<file path="src/rtl/edac_pkg.sv">
// Shared types and constants for the echo distance averager and classifier.
// Holds controller/datapath command and status structs and register indexes.
// No dependencies.
`timescale 1ns / 1ps

package edac_pkg;

    localparam int WINDOW_LEN_DEF = 8;

    localparam int DIST_W   = 13;
    localparam int DUR_W    = 15;
    localparam int LIGHT_W  = 12;
    localparam int MODE_W   = 2;
    localparam int IDX_W    = 8;
    localparam int CFG_W    = 16;
    localparam int IN_W     = 32;
    localparam int OUT_W    = 32;
    localparam int PROD_W   = 26;
    localparam int MUL_W    = 11;

    localparam logic [MUL_W-1:0]   DIST_MUL   = 11'd1114;
    localparam int                 DIST_SHIFT = 12;
    localparam logic [LIGHT_W-1:0] LIGHT_FULL = 12'hFFF;

    localparam logic [IDX_W-1:0] REG_VALID_MIN    = 8'd0;
    localparam logic [IDX_W-1:0] REG_VALID_MAX    = 8'd1;
    localparam logic [IDX_W-1:0] REG_TOO_CLOSE    = 8'd2;
    localparam logic [IDX_W-1:0] REG_PRESENT_MAX  = 8'd3;
    localparam logic [IDX_W-1:0] REG_LIGHT_DIM    = 8'd4;
    localparam logic [IDX_W-1:0] REG_LIGHT_NORMAL = 8'd5;
    localparam logic [IDX_W-1:0] REG_LIGHT_BRIGHT = 8'd6;
    localparam logic [IDX_W-1:0] REG_LIGHT_MODE   = 8'd7;

    localparam logic [MODE_W-1:0] MODE_ANALOG   = 2'd0;
    localparam logic [MODE_W-1:0] MODE_DARK_LOW = 2'd1;
    localparam logic [MODE_W-1:0] MODE_DARK_HI  = 2'd2;

    localparam logic [1:0] BUCKET_DIM     = 2'd0;
    localparam logic [1:0] BUCKET_NORMAL  = 2'd1;
    localparam logic [1:0] BUCKET_BRIGHT  = 2'd2;
    localparam logic [1:0] BUCKET_INVALID = 2'd3;

    localparam logic [1:0] DSTATE_NONE    = 2'd0;
    localparam logic [1:0] DSTATE_CLOSE   = 2'd1;
    localparam logic [1:0] DSTATE_PRESENT = 2'd2;
    localparam logic [1:0] DSTATE_AWAY    = 2'd3;

    typedef struct packed {
        logic load_in;
        logic calc_dist;
        logic write_ring;
        logic rd_issue;
        logic div_start;
        logic div_step;
        logic load_out;
    } cmd_t;

    typedef struct packed {
        logic fill_zero;
        logic rd_last;
        logic div_done;
        logic out_free;
    } stat_t;

endpackage

</file>
<file path="src/rtl/echo_distance_average_classifier.sv">
// Top level of the echo distance averager and light classifier.
// Joins edac_ctrl and edac_dp; depends on edac_pkg.
//
// Usage:
//   s_* stream carries one sample per transfer; m_* stream returns one result
//   per sample, in order. cfg_* writes one register per transfer (index 0..7,
//   other indexes ignored); write only while no sample is in flight.
//   One sample at a time: s_tready is high only while the sequencer is idle.
//   Each sample passes through the distance multiply and the ring update;
//   when the ring holds readings, a sum sweep over the ring memory reads one
//   entry per cycle and the restoring divider yields one quotient bit per
//   cycle. With an empty ring the sweep and divide are skipped.
//   Reset clears the ring fill and cursor and loads register defaults;
//   no clearing pass is needed.
//   A stalled receiver holds the result in the output register; the next
//   sample may be accepted and worked on, and waits only to load its result.
`timescale 1ns / 1ps

module echo_distance_average_classifier
#(
    parameter int WINDOW_LEN = edac_pkg::WINDOW_LEN_DEF
)
(
    input  logic                        clk,
    input  logic                        rst_n,
    input  logic                        cfg_valid,
    output logic                        cfg_ready,
    input  logic [edac_pkg::IDX_W-1:0]  cfg_index,
    input  logic [edac_pkg::CFG_W-1:0]  cfg_data,
    input  logic                        s_tvalid,
    output logic                        s_tready,
    // echo_duration_us[14:0], light_analog[26:15], light_digital[27], zero[31:28]
    input  logic [edac_pkg::IN_W-1:0]   s_tdata,
    output logic                        m_tvalid,
    input  logic                        m_tready,
    // light_value[11:0], light_bucket[13:12], distance_q4[26:14],
    // distance_valid[27], distance_state[29:28], presence[30], posture_alert[31]
    output logic [edac_pkg::OUT_W-1:0]  m_tdata
);
    import edac_pkg::*;

    cmd_t  cmd;
    stat_t stat;
    logic  in_fire;
    logic  out_fire;

    assign cfg_ready = 1'b1;
    assign in_fire   = s_tvalid && s_tready;
    assign out_fire  = m_tvalid && m_tready;

    edac_ctrl u_ctrl
    (
        .clk      (clk),
        .rst_n    (rst_n),
        .in_fire  (in_fire),
        .in_ready (s_tready),
        .stat     (stat),
        .cmd      (cmd)
    );

    edac_dp #(
        .WINDOW_LEN (WINDOW_LEN)
    ) u_dp
    (
        .clk       (clk),
        .rst_n     (rst_n),
        .cfg_fire  (cfg_valid && cfg_ready),
        .cfg_index (cfg_index),
        .cfg_data  (cfg_data),
        .in_data   (s_tdata),
        .out_fire  (out_fire),
        .out_valid (m_tvalid),
        .out_data  (m_tdata),
        .cmd       (cmd),
        .stat      (stat)
    );

endmodule

</file>
<file path="src/rtl/edac_ctrl.sv">
// Sequencer for one sample: distance, ring update, sum sweep, divide, output.
// Depends on edac_pkg for the command and status structs.
`timescale 1ns / 1ps

module edac_ctrl
(
    input  logic           clk,
    input  logic           rst_n,
    input  logic           in_fire,
    output logic           in_ready,
    input  edac_pkg::stat_t stat,
    output edac_pkg::cmd_t  cmd
);
    import edac_pkg::*;

    localparam logic [2:0] S_IDLE   = 3'd0;
    localparam logic [2:0] S_DIST   = 3'd1;
    localparam logic [2:0] S_WRITE  = 3'd2;
    localparam logic [2:0] S_SUM    = 3'd3;
    localparam logic [2:0] S_DRAIN  = 3'd4;
    localparam logic [2:0] S_DVINIT = 3'd5;
    localparam logic [2:0] S_DIV    = 3'd6;
    localparam logic [2:0] S_OUT    = 3'd7;

    logic [2:0] state_reg;
    logic [2:0] state_next;

    always_ff @(posedge clk or negedge rst_n)
    begin
        if (!rst_n)
        begin
            state_reg <= S_IDLE;
        end
        else
        begin
            state_reg <= state_next;
        end
    end

    assign in_ready = (state_reg == S_IDLE);

    always_comb
    begin
        state_next = state_reg;
        cmd        = '0;
        unique case (state_reg)
            S_IDLE:
            begin
                if (in_fire)
                begin
                    cmd.load_in = 1'b1;
                    state_next  = S_DIST;
                end
            end
            S_DIST:
            begin
                cmd.calc_dist = 1'b1;
                state_next    = S_WRITE;
            end
            S_WRITE:
            begin
                cmd.write_ring = 1'b1;
                state_next     = S_SUM;
            end
            S_SUM:
            begin
                if (stat.fill_zero)
                begin
                    state_next = S_OUT;
                end
                else
                begin
                    cmd.rd_issue = 1'b1;
                    if (stat.rd_last)
                    begin
                        state_next = S_DRAIN;
                    end
                end
            end
            S_DRAIN:
            begin
                state_next = S_DVINIT;
            end
            S_DVINIT:
            begin
                cmd.div_start = 1'b1;
                state_next    = S_DIV;
            end
            S_DIV:
            begin
                if (stat.div_done)
                begin
                    state_next = S_OUT;
                end
                else
                begin
                    cmd.div_step = 1'b1;
                end
            end
            S_OUT:
            begin
                if (stat.out_free)
                begin
                    cmd.load_out = 1'b1;
                    state_next   = S_IDLE;
                end
            end
            default:
            begin
                state_next = S_IDLE;
            end
        endcase
    end

endmodule

</file>
<file path="src/rtl/edac_dp.sv">
// Datapath: config registers, distance multiply, reading ring memory, sum
// accumulator, restoring divider, classification and output register. Uses edac_pkg.
`timescale 1ns / 1ps

module edac_dp
#(
    parameter int WINDOW_LEN = edac_pkg::WINDOW_LEN_DEF
)
(
    input  logic                      clk,
    input  logic                      rst_n,
    input  logic                      cfg_fire,
    input  logic [edac_pkg::IDX_W-1:0] cfg_index,
    input  logic [edac_pkg::CFG_W-1:0] cfg_data,
    input  logic [edac_pkg::IN_W-1:0]  in_data,
    input  logic                      out_fire,
    output logic                      out_valid,
    output logic [edac_pkg::OUT_W-1:0] out_data,
    input  edac_pkg::cmd_t             cmd,
    output edac_pkg::stat_t            stat
);
    import edac_pkg::*;

    localparam int FW  = $clog2(WINDOW_LEN + 1);
    localparam int CW  = (WINDOW_LEN > 1) ? $clog2(WINDOW_LEN) : 1;
    localparam int SW  = DIST_W + FW;
    localparam int DCW = $clog2(SW + 1);

    logic [DIST_W-1:0]  valid_min_reg;
    logic [DIST_W-1:0]  valid_max_reg;
    logic [DIST_W-1:0]  too_close_reg;
    logic [DIST_W-1:0]  present_max_reg;
    logic [LIGHT_W-1:0] dim_max_reg;
    logic [LIGHT_W-1:0] normal_max_reg;
    logic [LIGHT_W-1:0] bright_max_reg;
    logic [MODE_W-1:0]  mode_reg;

    always_ff @(posedge clk or negedge rst_n)
    begin
        if (!rst_n)
        begin
            valid_min_reg   <= 13'd32;
            valid_max_reg   <= 13'd6400;
            too_close_reg   <= 13'd640;
            present_max_reg <= 13'd1600;
            dim_max_reg     <= 12'd1000;
            normal_max_reg  <= 12'd2500;
            bright_max_reg  <= 12'd4095;
            mode_reg        <= MODE_ANALOG;
        end
        else if (cfg_fire)
        begin
            unique case (cfg_index)
                REG_VALID_MIN:    valid_min_reg   <= cfg_data[DIST_W-1:0];
                REG_VALID_MAX:    valid_max_reg   <= cfg_data[DIST_W-1:0];
                REG_TOO_CLOSE:    too_close_reg   <= cfg_data[DIST_W-1:0];
                REG_PRESENT_MAX:  present_max_reg <= cfg_data[DIST_W-1:0];
                REG_LIGHT_DIM:    dim_max_reg     <= cfg_data[LIGHT_W-1:0];
                REG_LIGHT_NORMAL: normal_max_reg  <= cfg_data[LIGHT_W-1:0];
                REG_LIGHT_BRIGHT: bright_max_reg  <= cfg_data[LIGHT_W-1:0];
                REG_LIGHT_MODE:   mode_reg        <= cfg_data[MODE_W-1:0];
                default:
                begin
                end
            endcase
        end
    end

    logic [DUR_W-1:0]   dur_reg;
    logic [LIGHT_W-1:0] analog_reg;
    logic               digital_reg;
    logic [DIST_W:0]    dist_reg;
    logic [PROD_W-1:0]  prod;
    logic               dist_ok;

    always_ff @(posedge clk)
    begin
        if (cmd.load_in)
        begin
            dur_reg     <= in_data[DUR_W-1:0];
            analog_reg  <= in_data[DUR_W+LIGHT_W-1:DUR_W];
            digital_reg <= in_data[DUR_W+LIGHT_W];
        end
        if (cmd.calc_dist)
        begin
            dist_reg <= prod[PROD_W-1:DIST_SHIFT];
        end
    end

    assign prod    = {{(PROD_W-DUR_W){1'b0}}, dur_reg} * {{(PROD_W-MUL_W){1'b0}}, DIST_MUL};
    assign dist_ok = (dist_reg != '0) && ({1'b0, valid_min_reg} <= dist_reg)
                     && (dist_reg <= {1'b0, valid_max_reg});

    logic [DIST_W-1:0] ring_mem [WINDOW_LEN];
    logic [CW-1:0]     cursor_reg;
    logic [FW-1:0]     fill_reg;
    logic [FW-1:0]     idx_reg;
    logic [DIST_W-1:0] rd_data_reg;
    logic              rd_valid_reg;
    logic [SW-1:0]     sum_reg;

    always_ff @(posedge clk)
    begin
        if (cmd.write_ring && dist_ok)
        begin
            ring_mem[cursor_reg] <= dist_reg[DIST_W-1:0];
        end
        if (cmd.rd_issue)
        begin
            rd_data_reg <= ring_mem[idx_reg[CW-1:0]];
        end
    end

    always_ff @(posedge clk or negedge rst_n)
    begin
        if (!rst_n)
        begin
            cursor_reg   <= '0;
            fill_reg     <= '0;
            idx_reg      <= '0;
            rd_valid_reg <= 1'b0;
            sum_reg      <= '0;
        end
        else
        begin
            rd_valid_reg <= cmd.rd_issue;
            if (cmd.write_ring)
            begin
                idx_reg <= '0;
                sum_reg <= '0;
                if (dist_ok)
                begin
                    if (cursor_reg == CW'(WINDOW_LEN - 1))
                    begin
                        cursor_reg <= '0;
                    end
                    else
                    begin
                        cursor_reg <= cursor_reg + 1'b1;
                    end
                    if (fill_reg != FW'(WINDOW_LEN))
                    begin
                        fill_reg <= fill_reg + 1'b1;
                    end
                end
            end
            else
            begin
                if (cmd.rd_issue)
                begin
                    idx_reg <= idx_reg + 1'b1;
                end
                if (rd_valid_reg)
                begin
                    sum_reg <= sum_reg + {{(SW-DIST_W){1'b0}}, rd_data_reg};
                end
            end
        end
    end

    logic [FW-1:0]  rem_reg;
    logic [SW-1:0]  quo_reg;
    logic [DCW-1:0] dcnt_reg;
    logic [FW:0]    rem_shift;
    logic [FW:0]    rem_sub;
    logic           rem_ge;

    assign rem_shift = {rem_reg, quo_reg[SW-1]};
    assign rem_ge    = (rem_shift >= {1'b0, fill_reg});
    assign rem_sub   = rem_shift - {1'b0, fill_reg};

    always_ff @(posedge clk or negedge rst_n)
    begin
        if (!rst_n)
        begin
            dcnt_reg <= '0;
        end
        else if (cmd.div_start)
        begin
            dcnt_reg <= DCW'(SW);
        end
        else if (cmd.div_step)
        begin
            dcnt_reg <= dcnt_reg - 1'b1;
        end
    end

    always_ff @(posedge clk)
    begin
        if (cmd.div_start)
        begin
            rem_reg <= '0;
            quo_reg <= sum_reg;
        end
        else if (cmd.div_step)
        begin
            rem_reg <= rem_ge ? rem_sub[FW-1:0] : rem_shift[FW-1:0];
            quo_reg <= {quo_reg[SW-2:0], rem_ge};
        end
    end

    logic [LIGHT_W-1:0] light_val;
    logic [1:0]         bucket;
    logic               have;
    logic [DIST_W-1:0]  mean;
    logic [1:0]         dstate;
    logic               pres;
    logic               alert;

    always_comb
    begin
        priority if (mode_reg == MODE_DARK_LOW)
        begin
            light_val = digital_reg ? LIGHT_FULL : '0;
        end
        else if (mode_reg == MODE_DARK_HI)
        begin
            light_val = digital_reg ? '0 : LIGHT_FULL;
        end
        else
        begin
            light_val = analog_reg;
        end

        priority if (light_val <= dim_max_reg)
        begin
            bucket = BUCKET_DIM;
        end
        else if (light_val <= normal_max_reg)
        begin
            bucket = BUCKET_NORMAL;
        end
        else if (light_val <= bright_max_reg)
        begin
            bucket = BUCKET_BRIGHT;
        end
        else
        begin
            bucket = BUCKET_INVALID;
        end

        have = (fill_reg != '0);
        mean = have ? quo_reg[DIST_W-1:0] : '0;

        priority if (!have)
        begin
            dstate = DSTATE_NONE;
        end
        else if (mean < too_close_reg)
        begin
            dstate = DSTATE_CLOSE;
        end
        else if (mean <= present_max_reg)
        begin
            dstate = DSTATE_PRESENT;
        end
        else
        begin
            dstate = DSTATE_AWAY;
        end

        pres  = have && (mean != '0) && (mean <= present_max_reg);
        alert = have && (mean != '0) && (mean < too_close_reg);
    end

    logic out_valid_reg;
    logic [OUT_W-1:0] out_data_reg;

    always_ff @(posedge clk or negedge rst_n)
    begin
        if (!rst_n)
        begin
            out_valid_reg <= 1'b0;
        end
        else if (cmd.load_out)
        begin
            out_valid_reg <= 1'b1;
        end
        else if (out_fire)
        begin
            out_valid_reg <= 1'b0;
        end
    end

    always_ff @(posedge clk)
    begin
        if (cmd.load_out)
        begin
            out_data_reg <= {alert, pres, dstate, have, mean, bucket, light_val};
        end
    end

    assign out_valid = out_valid_reg;
    assign out_data  = out_data_reg;

    assign stat.fill_zero = (fill_reg == '0);
    assign stat.rd_last   = ((idx_reg + 1'b1) == fill_reg);
    assign stat.div_done  = (dcnt_reg == '0);
    assign stat.out_free  = !out_valid_reg || out_fire;

endmodule

</file>
<file path="config.mk">
export PLATFORM = sky130hd
export DESIGN_NAME = echo_distance_average_classifier
export DESIGN_NICKNAME = d
export VERILOG_FILES = /design/src/rtl/edac_pkg.sv /design/src/rtl/echo_distance_average_classifier.sv /design/src/rtl/edac_ctrl.sv /design/src/rtl/edac_dp.sv
export SDC_FILE = /design/constraint.sdc
export NUM_CORES = 1
export LEC_CHECK = 0
export BUFFER_PORTS_ARGS = -buffer_cell sky130_fd_sc_hd__buf_2
export CORE_MARGIN = 8
export CORE_UTILIZATION = 29
export DETAILED_ROUTE_END_ITERATION = 6
export SYNTH_ARGS = -nofsm -noshare
export SYNTH_HDL_FRONTEND = slang
export SYNTH_SLANG_ARGS = --single-unit
</file>
<file path="constraint.sdc">
create_clock -name clk -period 5.1 [get_ports clk]
set_clock_uncertainty 0.2 [all_clocks]
set_input_delay 1.02 -clock clk [delete_from_list [all_inputs] [get_ports clk]]
set_output_delay 1.02 -clock clk [all_outputs]
set_load 0.02 [all_outputs]
</file>
==> metrics.yaml, run 1 <==
outcome:
  status: "complete, no violations"
cells_and_area:
  n_antenna_cell: 0
  layout_common_cells: "edfxtp_1 (208), ha_1 (193), inv_1 (180)"
  drive_gt1_share_pct: 21.3
  largest_register_ff_count: 104
  final_common_cell: "edfxtp_1"
  design_area_um2: 21300
  fin_util_pct: 33.9
  nNetsFinal: 1868
  seq_area_um2: 9570
  final.fill_count: 6216
  syn_to_final_growth_pct: 15.6
  multi_input_area_um2: 8100
floorplan:
  rows: 92
  die_w_um: 268
  io_pins: 96
  die_y_um: 268
  core-area_um2: 63000
  die-area_um2: 72000
  initial_utilization_pct: 29.3
clocking:
  clock_latency_ns: 0.54
  max-clock-path-buffers: 3
  htreeDepth: 2
  cts_buffers: 38
  cts_root_buffer: "clkbuf_16"
  hold_buffers: 0
  clk_pin_slew_ns: 0.06
  cts_sinks: 340
  cts_tree: "built"
sta:
  max_slew_margin_pct: 29.4
  period_needed_ns: 4.80
  finalMaxSlewViolations: 0
  finalSetupViolCount: 0
  hold_viol_final: 0
  rsz0062_at_grt: "no"
  tightest_slew_ns: 1.05
  tns_ns: 0
  max_freq_ghz: 0.208
  worst_slack_ns: 0.300
  whs_ns: 0.234
  period_share_pct: 94.1
route:
  drc: 0
  vias_per_cell: 4.64
  wl_mm: 39.4
  drt_first_pass_iters: 5
  vias: 11401
  ant_nets: 0
  drt_iter0_drc: 619
  wire_per_inst_um: 16.0
yosys:
  synth_edf_count: 208
  syn_avg_cell_area_um2: 12.6
  synth_seq_cells: 340
  synthAdderAreaFrac_pct: 16.6
  synth-simple-area-share_pct: 9.01
  synth_top_family_by_area: "adder cells"
  synthCells: 1468
  ys_top_cells_by_area: "edfxtp_1 (34%), ha_1 (13%), dfrtp_1 (13%)"
  yosysSeqAreaShare_pct: 51.9
  yosysUniqueCellTypes: 73
  synth.mux.area_fraction_pct: 9.13
  synth.largest_area_cell: "edfxtp_1"
  synth_compound_area_share_pct: 7.48
  synth_area_um2: 18500
  async_flop_share_pct: 37.6
  synth_ff_type: "edfxtp_1"
  syn_nets: 1754
  synth_xor_area_share_pct: 1.52
  yosysWarnings: 0
  synth_top_cell_area_share_pct: 33.9
worst_setup_path:
  worstPathMaxFanout: 5
  path_class: "reg -> reg"
  endpoint: "u_dp.dist_reg[13]"
  end_kind: "register"
  r2r_start: "u_dp.dur_reg[5]"
  critPathArrivalTime_ns: 4.87
  critPathLaunchType: "register"
  reg2reg_to: "u_dp.dist_reg[13]"
  r2r_cells: 15
  worstPathRequired_ns: 5.17
  worstSetupStartpoint: "u_dp.dur_reg[5]"
  rrSetupSlack_ns: 0.30
global_routing:
  antenna_found_initial: 0
  grt_pass1_wl_mm: 63.5
  grt_pass1_vias: 11779
  grt_usage_pct: 10.9
  grt_max_degree: 98
  overflow: 0
power:
  comb_power_share_pct: 34.7
  p_clk_share_pct: 26.8
  power_leakage_nw: 8.99
  power_frac_seq_pct: 38.5
  swShare_pct: 34.5
  p_switching_mw: 3.68
  p_int_mw: 7.00
  powerDensity_nw_per_um2: 500
  vdd_ir_drop_max_mv: 0.283
place:
  gp_congestion: 0.853
  pre_cts_ws_ns: 0.197
  place_hpwl_mm: 28.5
  dpl_cell_area_um2: 20000
  numPortBuffers: 87
flow_run:
  cap_violations: 0
hold_path:
  hold_class: "in -> async"
==> kinds of logic (layout without fill, tap and decap cells) <==
| logic type | after synthesis | in the layout |
|---|---|---|
| multiplexers | 124 | 124 |
| flip-flops | 340 | 340 |
| AND/OR/NAND/NOR | 311 | 311 |
| XOR/XNOR | 32 | 32 |
| other | 1 | 1 |
| buffers and inverters | 215 | 358 |
| adder cells (fa/ha/maj) | 225 | 225 |
| AO/OA/AOI/OAI | 220 | 220 |
==> timing repair <==
action | CTS | global route
endpoints found under the hold margin | 0 | 0
gates resized for setup | 0 | 1
setup endpoints to repair | 0 | 3
setup buffers | 0 | 1
==> synth_stat cells (all sizes together) (14+ instances only) <==
master	count
nand3	21
dfstp	32
nor2	50
clkbuf	23
a21o	20
nand4	25
nor2b	14
a21oi	40
ha	193
inv	180
o21a	14
dfrtp	96
mux4	26
fa	32
nand2b	14
xnor2	25
and2	19
nor3	23
mux2	86
edfxtp	208
nand2	87
o21ai	89
==> through the flow <==
stage               std cells  total power [mW]
floorplan                1468              6.85
global placement         2387              7.77
detailed placement       2387              7.90
CTS                      2456              10.8
global route             2457              11.5
finish                   2457              10.7
==> metal layers <==
layer	wire length [um]	global-route usage, %	up-vias
met1	18400	14.7	5638
met4	677	2.72	0
met5	0	0	-
met2	18400	18.0	177
met3	1930	2.14	46
li1	-	-	5540
==> cell type report <==
cell class,instances,share of cell area (%)
clock buffers,47,4.96
multi-input cells,913,38.0
flip-flops and latches,340,44.9
inverters,180,3.17
clock inverters,22,1.20
well taps,846,4.96
repair buffers,109,2.89
==> critical path, cell delays in order, from the launching register on <==
cell and delay, ns:
edfxtp_1 0.50, ha_1 0.34, ha_1 0.30, ha_1 0.30
fa_1 0.53, inv_1 0.05, fa_1 0.50, inv_1 0.05
ha_1 0.31, a211o_1 0.32, a21o_1 0.17, o21ai_1 0.31
a21oi_2 0.14, buf_4 0.17, o31ai_1 0.24, a21oi_1 0.11
==> worst min path at each step <==
stage / end / slack, ns / depth (start not counted)
after floorplan: u_dp.fill_reg[2] / 0.23 / 1
after global placement: u_dp.fill_reg[2] / 0.24 / 1
after detailed placement: u_dp.fill_reg[2] / 0.25 / 1
after CTS: u_dp.dcnt_reg[4] / 0.23 / 1
after global routing: u_dp.dcnt_reg[4] / 0.25 / 1
final: u_dp.dcnt_reg[4] / 0.23 / 1
==> power by group through the flow <==
stage                     logic [mW]  clock network [mW]  registers [mW]
after floorplan                 2.79                   0            4.06
after global placement          3.62                   0            4.14
after detailed placement        3.74                   0            4.17
after CTS                       3.76                2.94            4.12
after global routing            4.22                3.05            4.18
final                           3.71                2.86            4.11
No activity file was read; power rests on OpenSTA's default activity.
==> run 2, diff against run 1 <==
--- a/config.mk
+++ b/config.mk
@@ -5,6 +5,7 @@
 export SDC_FILE = /design/constraint.sdc
 export NUM_CORES = 1
 export LEC_CHECK = 0
+export ABC_AREA = 1
 export BUFFER_PORTS_ARGS = -buffer_cell sky130_fd_sc_hd__buf_2
 export CORE_MARGIN = 8
 export CORE_UTILIZATION = 29
==> metrics.yaml, run 2 <==
global_routing:
  grt_max_degree: 96  # -2.0%
  grt_pass1_vias: 13304  # +13%
  grt_usage_pct: 11.3  # +0.39 points
  use_met3_pct: 1.63  # -0.51 points
  antenna_found_initial: 0  # unchanged
  use_met2_pct: 19.2  # +1.3 points
  overflow: 0  # unchanged
  grt_busiest_layer: "met2"
  grt_pass1_wl_mm: 69.1  # +8.7%
  gr-usage-met1_pct: 14.8  # +0.098 points
worst_setup_path:
  path_class: "reg -> reg"
  worstPathRequired_ns: 5.21  # +0.04 ns
  worstPathMaxFanout: 5  # unchanged
  critPathLaunchType: "register"
  end_kind: "register"
  critPathArrivalTime_ns: 4.60  # -0.27 ns
cells_and_area:
  design_area_um2: 21700  # +1.8%
  final_cells: 2938  # +20%
  drive_gt1_share_pct: 13.6  # -7.6 points
  layout_common_cells: "nand2_1 (358), inv_1 (266), edfxtp_1 (208)"
  largest_register_ff_count: 104  # unchanged
  n_antenna_cell: 0  # unchanged
  syn_to_final_growth_pct: 13.5
  fin_util_pct: 33.2  # -0.72 points
  final_common_cell: "nand2_1"
  final.fill_count: 6557  # +5.5%
  nNetsFinal: 2331  # +25%
yosys:
  yosysMostFrequentCell: "nand2_1"
  syn_avg_cell_area_um2: 9.78  # -22%
  synthCells: 1957  # +33%
  synth_area_um2: 19100  # +3.7%
  yosysWarnings: 0  # unchanged
  synth.largest_area_cell: "edfxtp_1"
  async_flop_share_pct: 37.6  # unchanged
  syn_nets: 2243  # +28%
  synth_ff_type: "edfxtp_1"
  yosysUniqueCellTypes: 56  # -23%
  yosysSeqAreaShare_pct: 50.0  # -1.9 points
  synth_edf_count: 208  # unchanged
  synth_top_cell_area_share_pct: 32.6  # -1.2 points
  synth_common_cells: "nand2_1 (358), inv_1 (266), edfxtp_1 (208), ha_1 (193), nor2_1 (191)"
  ys_top_cells_by_area: "edfxtp_1 (33%), ha_1 (13%), dfrtp_1 (13%)"
  synth_seq_cells: 340  # unchanged
clocking:
  cts_root_buffer: "clkbuf_16"
  hold_buffers: 0  # unchanged
  cts_tree: "built"
  clk_pin_slew_ns: 0.06  # about the same
  post_cts_buffers: 0  # unchanged
  cts_buffers: 37  # -2.6%
  cts_sinks: 340  # unchanged
  cts_resized: 0  # unchanged
  clock_latency_ns: 0.55  # about the same
  max-clock-path-buffers: 3  # unchanged
  htreeDepth: 2  # unchanged
power:
  finalPower_mw: 12.1  # +13%
  swShare_pct: 41.3  # +6.8 points
  vdd_ir_drop_max_mv: 0.378  # +34%
  power_leakage_nw: 9.42  # +4.8%
  p_clk_share_pct: 22.2  # -4.6 points
  comb_power_share_pct: 43.5  # +8.8 points
  p_switching_mw: 5.00  # +36%
  powerDensity_nw_per_um2: 557  # +11%
  p_int_mw: 7.11  # +1.7%
  power_frac_seq_pct: 34.3  # -4.2 points
place:
  placed_cells: 2870  # +20%
  pre_cts_ws_ns: 0.569  # +0.372 ns
  gp_congestion: 0.829  # -2.8%
  dpl_cell_area_um2: 20500  # +2.5%
  numPortBuffers: 87  # unchanged
  place_hpwl_mm: 31.3  # +9.6%
sta:
  max_freq_ghz: 0.222  # +6.8%
  whs_ns: 0.245  # +0.0108 ns
  max_slew_margin_pct: 14.4  # -15 points
  tns_ns: 0  # unchanged
  tightest_slew_ns: 1.28  # +0.223 ns
  period_share_pct: 88.1  # -6.0 points
  period_needed_ns: 4.49  # -0.306 ns
  hold_viol_final: 0  # unchanged
  worst_slack_ns: 0.605  # +0.306 ns
  rsz0062_at_grt: "no"
  finalMaxSlewViolations: 0  # unchanged
  finalSetupViolCount: 0  # unchanged
route:
  drt_iter0_drc: 845  # +37%
  ant_nets: 0  # unchanged
  drt_first_pass_iters: 5  # unchanged
  vias: 13471  # +18%
  wl_mm: 43.0  # +9.3%
  vias_per_cell: 4.59  # -1.2%
  wire_per_inst_um: 14.6  # -8.6%
  drc: 0  # unchanged
floorplan:
  die_y_um: 273  # +1.7%
  die-area_um2: 74500  # +3.5%
  die_w_um: 273  # +1.7%
  rows: 94  # +2.2%
  core-area_um2: 65500  # +4.0%
  initial_utilization_pct: 29.2  # -0.088 points
  io_pins: 96  # unchanged
hold_path:
  hold_class: "in -> async"
outcome:
  status: "complete, no violations"
flow_run:
  cap_violations: 0  # unchanged
run 2: final timing paths:
kind,depth (start not counted),to,startpoint,slack (ns)
worst max-delay path,16,u_dp.dist_reg[8],u_dp.dur_reg[11],0.61
worst min-delay path,1,u_dp.dcnt_reg[4],rst_n,0.24
worst max register to register,16,u_dp.dist_reg[8],u_dp.dur_reg[11],0.61
worst min register to register,2,u_dp.rem_reg[3],u_dp.rem_reg[3],0.25
max in group asynchronous,2,u_dp.normal_max_reg[2],rst_n,3.53
min in group clk,2,u_dp.rem_reg[3],u_dp.rem_reg[3],0.25
run 2: routing by layer:
| metal | vias up | share of wire, % |
|---|---|---|
| met5 | - | 0 |
| met4 | 0 | 2.2 |
| met3 | 58 | 3.5 |
| met2 | 238 | 48 |
| met1 | 6427 | 46 |
| li1 | 6748 | - |
run 2: cell families (layout without fill, tap and decap cells):
family | after synthesis | after routing | share of synthesized area [%]
AO/OA/AOI/OAI | 359 | 359 | 10.7
XOR/XNOR | 18 | 18 | 0.824
adder cells (fa/ha/maj) | 225 | 225 | 16.0
buffers and inverters | 322 | 439 | 6.79
flip-flops | 340 | 340 | 50.0
other | 1 | 1 | 0.0196
AND/OR/NAND/NOR | 692 | 692 | 15.7
run 2: power groups by stage:
stage,combinational [mW],clock (mW),sequential [mW]
after global routing,6.12,2.86,4.20
final,5.27,2.69,4.16
after CTS,5.33,2.76,4.16
after detailed placement,5.30,0,4.20
after global placement,5.16,0,4.18
after floorplan,3.96,0,4.05
run 2: layout make-up:
class,instances,area [um^2],area share (%)
sequential,340,9570,44.0
multi-input combinational,1295,8320,38.3
tap,864,1080,4.98
inverter,277,1040,4.79
clock buffer,43,991,4.56
timing repair buffer,94,503,2.32
clock inverter,25,220,1.01
run 2: critical path, cell delays in order (launching register included):
cell and delay (ns):
edfxtp_1 0.51, ha_1 0.36, ha_1 0.31, fa_1 0.49
inv_1 0.06, fa_1 0.51, fa_1 0.52, inv_1 0.05
ha_1 0.36, a21oi_1 0.23, o21ai_0 0.14, a21oi_1 0.15
nand2_1 0.14, nand2_1 0.10, nand2_1 0.05, nand2_1 0.05
nand2_1 0.04
